`src/design/cobp_pkg.sv`:
```
// shared types, widths and helpers for the circle vs oriented box push block
// no dependencies; imported by every module of the block
package cobp_pkg;

  // field widths
  localparam int unsigned COORD_W    = 24;
  localparam int unsigned RADIUS_W   = 23;
  localparam int unsigned EXT_W      = 23;
  localparam int unsigned TRIG_W     = 16;
  localparam int unsigned MARGIN_W   = 16;

  // fixed point formats
  localparam int unsigned COORD_FRAC_BITS = 8;
  localparam int unsigned TRIG_FRAC_BITS  = 14;
  localparam int unsigned MARGIN_FRAC     = 8;
  localparam int unsigned MARGIN_LSH =
    (COORD_FRAC_BITS >= MARGIN_FRAC) ? COORD_FRAC_BITS - MARGIN_FRAC : 0;
  localparam int unsigned MARGIN_RSH =
    (COORD_FRAC_BITS < MARGIN_FRAC) ? MARGIN_FRAC - COORD_FRAC_BITS : 0;

  // datapath widths
  localparam int unsigned DIFF_W  = COORD_W + 1;                  // point - centre
  localparam int unsigned PROD_W  = DIFF_W + TRIG_W;              // forward product
  localparam int unsigned LOCAL_W = PROD_W + 1 - TRIG_FRAC_BITS;  // local coordinate
  localparam int unsigned LIM_W   = RADIUS_W + 2;                 // 2r + extent
  localparam int unsigned CMP_W   = LOCAL_W + 2;                  // 2u vs limit
  localparam int unsigned MAG_W   = RADIUS_W + 2 + MARGIN_LSH;    // push magnitude
  localparam int unsigned BPROD_W = LOCAL_W + TRIG_W;             // backward product
  localparam int unsigned BSUM_W  = BPROD_W + 1;
  localparam int unsigned ROT_W   = BSUM_W - TRIG_FRAC_BITS;
  localparam int unsigned POS_W   = ROT_W + 1;                    // rotated + centre

  // default queue depth between front and back
  localparam int unsigned QUEUE_DEPTH = 8;

  // configuration port
  localparam int unsigned CFG_IDX_W  = 3;
  localparam int unsigned CFG_DATA_W = 24;

  typedef enum logic [CFG_IDX_W-1:0] {
    CFG_CENTER_X    = 3'd0,
    CFG_CENTER_Y    = 3'd1,
    CFG_COS_ANGLE   = 3'd2,
    CFG_SIN_ANGLE   = 3'd3,
    CFG_BOX_WIDTH   = 3'd4,
    CFG_BOX_HEIGHT  = 3'd5,
    CFG_PUSH_MARGIN = 3'd6
  } cfg_idx_e;

  // reset values of the registers
  localparam logic signed [COORD_W-1:0] RST_CENTER_X    = '0;
  localparam logic signed [COORD_W-1:0] RST_CENTER_Y    = '0;
  localparam logic signed [TRIG_W-1:0]  RST_COS_ANGLE   = 16'sd16384;
  localparam logic signed [TRIG_W-1:0]  RST_SIN_ANGLE   = '0;
  localparam logic [EXT_W-1:0]          RST_BOX_WIDTH   = '0;
  localparam logic [EXT_W-1:0]          RST_BOX_HEIGHT  = '0;
  localparam logic [MARGIN_W-1:0]       RST_PUSH_MARGIN = 16'd768;

  typedef struct packed {
    logic signed [COORD_W-1:0] center_x;
    logic signed [COORD_W-1:0] center_y;
    logic signed [TRIG_W-1:0]  cos_angle;
    logic signed [TRIG_W-1:0]  sin_angle;
    logic [EXT_W-1:0]          box_width;
    logic [EXT_W-1:0]          box_height;
    logic [MARGIN_W-1:0]       push_margin;
  } cobp_cfg_t;

  // classified item handed from front to back
  typedef struct packed {
    logic                      hit;
    logic signed [COORD_W-1:0] point_x;
    logic signed [COORD_W-1:0] point_y;
    logic signed [LOCAL_W-1:0] ux;
    logic signed [LOCAL_W-1:0] uy;
  } cobp_item_t;

  // clamp to the coordinate range
  function automatic logic signed [COORD_W-1:0] sat_coord(
    input logic signed [POS_W-1:0] v
  );
    logic [POS_W-COORD_W:0] upper;
    upper = v[POS_W-1:COORD_W-1];
    if ((&upper) || !(|upper)) begin
      return v[COORD_W-1:0];
    end else if (v[POS_W-1]) begin
      return {1'b1, {(COORD_W-1){1'b0}}};
    end else begin
      return {1'b0, {(COORD_W-1){1'b1}}};
    end
  endfunction

endpackage

```
`src/design/cobp_queue.sv`:
```
// small first-in first-out queue of classified items between front and back
// depends on cobp_pkg
module cobp_queue #(
  parameter int unsigned DEPTH = cobp_pkg::QUEUE_DEPTH
) (
  input  logic                 clk_i,
  input  logic                 rst_ni,
  input  logic                 push_i,
  input  cobp_pkg::cobp_item_t push_item_i,
  input  logic                 pop_i,
  output cobp_pkg::cobp_item_t head_o,
  output logic                 empty_o,
  output logic                 full_o
);
  import cobp_pkg::*;

  localparam int unsigned AW = (DEPTH > 1) ? $clog2(DEPTH) : 1;
  localparam int unsigned CW = $clog2(DEPTH + 1);

  cobp_item_t    mem_q [DEPTH];
  logic [AW-1:0] wr_ptr_q, wr_ptr_d, rd_ptr_q, rd_ptr_d;
  logic [CW-1:0] count_q, count_d;
  logic          do_push, do_pop;

  assign empty_o = (count_q == '0);
  assign full_o  = (count_q == CW'(DEPTH));
  assign do_push = push_i && !full_o;
  assign do_pop  = pop_i && !empty_o;
  assign head_o  = mem_q[rd_ptr_q];

  always_comb begin
    wr_ptr_d = wr_ptr_q;
    rd_ptr_d = rd_ptr_q;
    count_d  = count_q;
    if (do_push) begin
      wr_ptr_d = (wr_ptr_q == AW'(DEPTH - 1)) ? '0 : wr_ptr_q + 1'b1;
    end
    if (do_pop) begin
      rd_ptr_d = (rd_ptr_q == AW'(DEPTH - 1)) ? '0 : rd_ptr_q + 1'b1;
    end
    if (do_push && !do_pop) begin
      count_d = count_q + 1'b1;
    end else if (do_pop && !do_push) begin
      count_d = count_q - 1'b1;
    end
  end

  always_ff @(posedge clk_i or negedge rst_ni) begin
    if (!rst_ni) begin
      wr_ptr_q <= '0;
      rd_ptr_q <= '0;
      count_q  <= '0;
    end else begin
      wr_ptr_q <= wr_ptr_d;
      rd_ptr_q <= rd_ptr_d;
      count_q  <= count_d;
    end
  end

  always_ff @(posedge clk_i) begin
    if (do_push) begin
      mem_q[wr_ptr_q] <= push_item_i;
    end
  end

endmodule

```
`config.mk`:
```
export PLATFORM = sky130hd
export DESIGN_NAME = cobp_queue
export DESIGN_NICKNAME = d
export VERILOG_FILES = /design/src/design/cobp_pkg.sv /design/src/design/cobp_queue.sv
export SDC_FILE = /design/constraint.sdc
export NUM_CORES = 1
export LEC_CHECK = 0
export ABC_AREA = 1
export ABC_CLOCK_PERIOD_IN_PS = 8300
export BUFFER_PORTS_ARGS = -buffer_cell sky130_fd_sc_hd__buf_2
export CAP_MARGIN = 10
export CORE_AREA = 2 2 303 230
export DETAILED_ROUTE_END_ITERATION = 6
export DIE_AREA = 0 0 305 232
export GPL_TIMING_DRIVEN = 1
export PLACE_DENSITY_LB_ADDON = 0.2
export SYNTH_ARGS = -nofsm -noshare
export SYNTH_HDL_FRONTEND = slang
export SYNTH_SLANG_ARGS = --single-unit
```
`constraint.sdc`:
```
create_clock -name clk_i -period 8.3 [get_ports clk_i]
set_input_delay 1.245 -clock clk_i [delete_from_list [all_inputs] [get_ports clk_i]]
set_output_delay 1.245 -clock clk_i [all_outputs]
set_load 0.05 [all_outputs]
```
== After elaboration in Yosys (flattened, before gate mapping) ==
Memories as Yosys holds them, arrays and structs flattened.
Cells that the tools add are included.

* Register bits: 10
* RAM bits: 840
* Bits of input ports: 109
* Output and inout port bits: 107
* Logic and storage cells: 27
* Memories kept: 1

* Add/subtract/negate cells: 4
* Equal/unequal tests: 3
* Mux-type cells: 6
* Reductions and logical operators: 10

{| class="wikitable"
|+ Memory list
! memory !! depth !! bits a word !! read ports !! clocked after memory_dff !! write ports !! line !! source
|-
| mem_q || 8 || 105 || 1 || 0 || 1 || cobp_queue.sv:20 || <nowiki>cobp_item_t mem_q [DEPTH];</nowiki>
|}

{| class="wikitable"
|+ Operator list
! operator !! count
|-
| two-way mux 4 bit || 2
|-
| adder 3 x 1 -> 3 bit, second input constant || 2
|-
| == test 3 bit, second input constant || 2
|-
| two-way mux 3 bit || 2
|-
| adder 4 x 1 -> 4 bit, second input constant || 1
|-
| == test 4 bit, second input constant || 1
|-
| logical AND 1 bit || 4
|-
| zero test 1 bit || 4
|-
| zero test 4 bit || 1
|-
| subtractor 4 x 1 -> 4 bit, second input constant || 1
|-
| two-way mux 1 bit || 2
|-
| nonzero test 2 bit || 1
|}

== Longest topological paths before layout ==
* Depth after elaboration: 7
* Gate-level depth with buffers: 13
* Mapped depth without buffers: 13

== Least setup slack after synthesis ==
No wires, ideal clock.

* Kind: input to register
* Start: input port push_i
* End: memory mem_q[6][0] in the netlist's numbering (enable)
* Setup time: 0.698 ns
* Arrival: 8.588 ns
* Required time: 7.602 ns
* Path slack: -0.986 ns
* Cell stages on the path: 3
* Buffers on the path: 1
* Cell sequence: nand2_1 buf_2 nor3_1

* Cells in the longest elaborated chain, start to end: 3

{| class="wikitable"
|+ RTL lines
! element !! line !! source
|-
| start, declared || cobp_queue.sv:8 || <nowiki>input logic push_i,</nowiki>
|-
| logical AND 1 bit || cobp_queue.sv:27 || <nowiki>assign do_push = push_i && !full_o;</nowiki>
|-
| two-way mux 1 bit || cobp_queue.sv:61 || <nowiki>if (do_push) begin</nowiki>
|-
| two-way mux 1 bit (implied by the code) || cobp_queue.sv:62 || <nowiki>mem_q[wr_ptr_q] <= push_item_i;</nowiki>
|-
| end, declared || cobp_queue.sv:20 ||
|}

Every way passes these cells.

==> summary.md <==
| Metric | Value |
|---|---|
| FMAX | `203 MHz` |
| Nets | `around 4000` |
| Drt drc | `0` |
| Post-CTS setup buffer count | `0` |
| Final HPWL DP | `a little under 40000 um` |
| CP cell instances | `inv_8, buf_4, nor2_1, nand2_1, nand2_1, nand2_1, nand2_1, buf_2` |
| Worst path bufs/invs | `3` |
| Most used cell, CP | `nand2_1` |
| Async SR Flop Fraction | `under 10%` |
| WL/cell | `about 16 um` |
| Setup TNS | `0 ns` |
| Root buffer cell | `clkbuf_16` |
| GRT Util Overall | `between 20% and 30%` |
| Total gr overflow | `0` |
| Syn Area/Cell | `9.93 sq um` |
| PnR worst setup slack | `between 3 and 4 ns` |
| Final period utilization | `between 50 and 60%` |
| Filler cells | `5558` |
| Hold buffer count at CTS | `0` |
| Drt pass-1 iters | `5` |
| Worst-case vdd ir drop | `0.285 mV` |
| Final Hold Fails | `0` |
| Multi-input combinational cell area | `~8700 sq um` |
| Share of cells above drive strength 1 | `roughly 9.3%` |
| Syn_nets | `around 3800` |
| Total CTS buffers | `82` |
| YS warnings | `0` |
| Post-synthesis cell type with the largest combined area | `edfxtp_1` |
| Post-CTS sizing | `0` |
| Initial Util | `a little over half` |
| Via count | `23200` |
| Tmin final | `just under 5 ns` |
| Leakage | `approximately 0.018 uW` |
| CP max FO | `roughly 140` |
| Die H | `around 230 um` |
| Max H-tree Level | `3` |
| Antenna violations before repair | `13` |
| Worst Hold Class | `in2async` |
| Sequential area share after synthesis | `between 60% and 70%` |
| Remaining antenna violation count | `0` |
| Slowest-stage cell, CP | `buf_4` |
| Horiz. Die Dim | `305 um` |
| CP required | `approximately 7.1 ns` |
| Crit-path max cell delay | `slightly below 0.9 ns` |
| Num rows | `83` |
| DRT Wirelength | `slightly below 80000 um` |
| Routed vias/inst | `roughly 4.8` |
| Max Cap Violations | `0` |
| # setup viols final | `0` |
| PortBufs | `~220` |
| Clock Tree Buf Depth | `3` |
| Post-synth EDFFs | `840` |
| Status | `finished, final reports clean` |
| Worst-case clock skew | `between 0.015 and 0.02 ns` |
| PwrDens | `about 380 nW/um^2` |
| Yosys reg bits | `850` |
| Largest net degree at the start of global routing | `roughly 220` |
| Post-synth top cells | `1396 x nand2_1, 842 x nor2_1, 840 x edfxtp_1, 432 x inv_1, 63 x buf_2` |
| Area growth, synth to finish | `10.4%` |
| Die Area | `between 70000 and 80000 sq um` |
| Post-route core utilization | `60.1%` |
| Pins over their slew limit | `0` |
| Synthesized instance count | `3717` |
| Clk Latency, worst-skew pair | `0.62 ns` |
| Worst-path clk slew | `around 0.060 ns` |
| Area of the core | `approximately 68000 sq um` |
| GP Congestion | `about 0.78` |
| CTS tree | `yes` |
| Post-synth top area share | `68.4%` |
| IO Pins | `216` |
| Place WS | `3.93 ns` |
| Main synth FF type | `edfxtp_1` |
| Clock sinks | `850` |
| Drt first-iter violations | `~1600` |
| Setup Crit Path Kind | `reg2out` |
| Startpoint Class | `flop` |
| Library cells used by synthesis | `19` |
| Data arrival, critical path | `about 3.7 ns` |
| Slew of the pin with the lowest slew margin | `~1.0 ns` |
| Top-count cell post-synth | `nand2_1` |
| CP delay by family, top | `buffers and inverters` |
| Max-slew headroom | `31.5%` |
| Global-route wire length before repair | `roughly 120000 um` |
| Register area | `between 20000 and 30000 sq um` |
| Fin Hold WS | `about 0.5 ns` |
| Synth top area cells | `edfxtp_1 68%, nand2_1 14%, nor2_1 8.6%, inv_1 4.4%, buf_6 1.3%` |
| Vias in the first global route | `~21000` |
| RSZ-0062 raised after global routing | `no` |
| Synth Cell Area | `between 30000 and 40000 sq um` |
| Worst setup EP type | `primary output` |
==> cell type report <==
| class | instances | area share, % |
|---|---|---|
| antenna | 6 | 0.0369 |
| clock buffer | 110 | 5.40 |
| clock inverter | 31 | 0.556 |
| inverter | 434 | 4.03 |
| multi-input combinational | 2268 | 21.3 |
| sequential | 850 | 62.6 |
| tap | 892 | 2.74 |
| timing repair buffer | 250 | 3.41 |
==> cells by family (layout without fill, tap and decap cells) <==
kind of cell / count (synthesis) / in the layout / synth area share [%]
AND/OR/NAND/NOR: 2254 / 2254 / 23.0
flip-flops: 850 / 850 / 69.0
buffers and inverters: 599 / 825 / 7.59
adder cells (fa/ha/maj): 8 / 8 / 0.292
AO/OA/AOI/OAI: 4 / 4 / 0.0543
XOR/XNOR: 2 / 2 / 0.0475
other: 0 / 6 / 0
==> power breakdown <==
part	switching [uW]	internal [uW]	total, uW
sequential	267	5360	5630
combinational	4820	1510	6330
clock	1520	1920	3430
==> stage by stage <==
stage               cells  area, sq um  total power, uW
global placement     4694        38300            12000
floorplan            3717        36900            10900
detailed placement   4694        38300            12100
CTS                  4835        40700            15600
global route         4839        40700            16400
finish               4841        40700            15400
==> placed cells by master (no fill, tap or decap) <==
cell type,Yosys,layout
buf_12,0,4
buf_2,63,215
buf_4,27,31
bufinv_16,0,2
clkbuf_1,20,25
clkbuf_16,0,83
clkbuf_8,0,2
clkinv_1,0,15
clkinv_2,0,7
clkinv_8,0,2
clkinvlp_4,0,1
dfrtp_1,10,7
dfrtp_4,0,3
diode_2,0,6
edfxtp_1,840,840
fa_1,1,1
ha_1,7,7
inv_1,432,432
inv_6,0,5
inv_8,0,1
nand2_1,1396,1396
nand3_1,6,6
nor2_1,842,842
nor3_2,0,8
o21ai_0,4,4
or2_2,2,2
xnor2_1,2,2
==> path summary, 6_finish.rpt <==
| path | depth (start not counted) | slack [ns] | end | from |
|---|---|---|---|---|
| max in group asynchronous | 1 | 7.58 | rd_ptr_q[2] | rst_ni |
| worst min-delay path | 1 | 0.49 | count_q[2] | rst_ni |
| min in group clk_i | 2 | 0.54 | count_q[2] | count_q[2] |
| worst max register to register | 6 | 5.13 | mem_q[2][61] | count_q[0] |
| worst min register to register | 2 | 0.54 | count_q[2] | count_q[2] |
| worst max-delay path | 8 | 3.37 | head_o[101] | rd_ptr_q[1] |
==> routing by layer <==
layer | GRT usage (%) | share of wire (%) | routed length (um) | vias to the layer above
met3 | 3.84 | 5.0 | 3900 | 121
met4 | 6.08 | 2.2 | 1730 | 16
met5 | 0 | 0.12 | 91 | -
met2 | 35.3 | 46 | 35800 | 447
li1 | - | - | - | 11900
met1 | 31.0 | 46 | 35800 | 10700
==> registers in the layout (all words and copies together) (netlist names) <==
name,cells
wr_ptr_q,3
count_q,4
rd_ptr_q,3
mem_q,840
(Power assumes the default switching activity.)
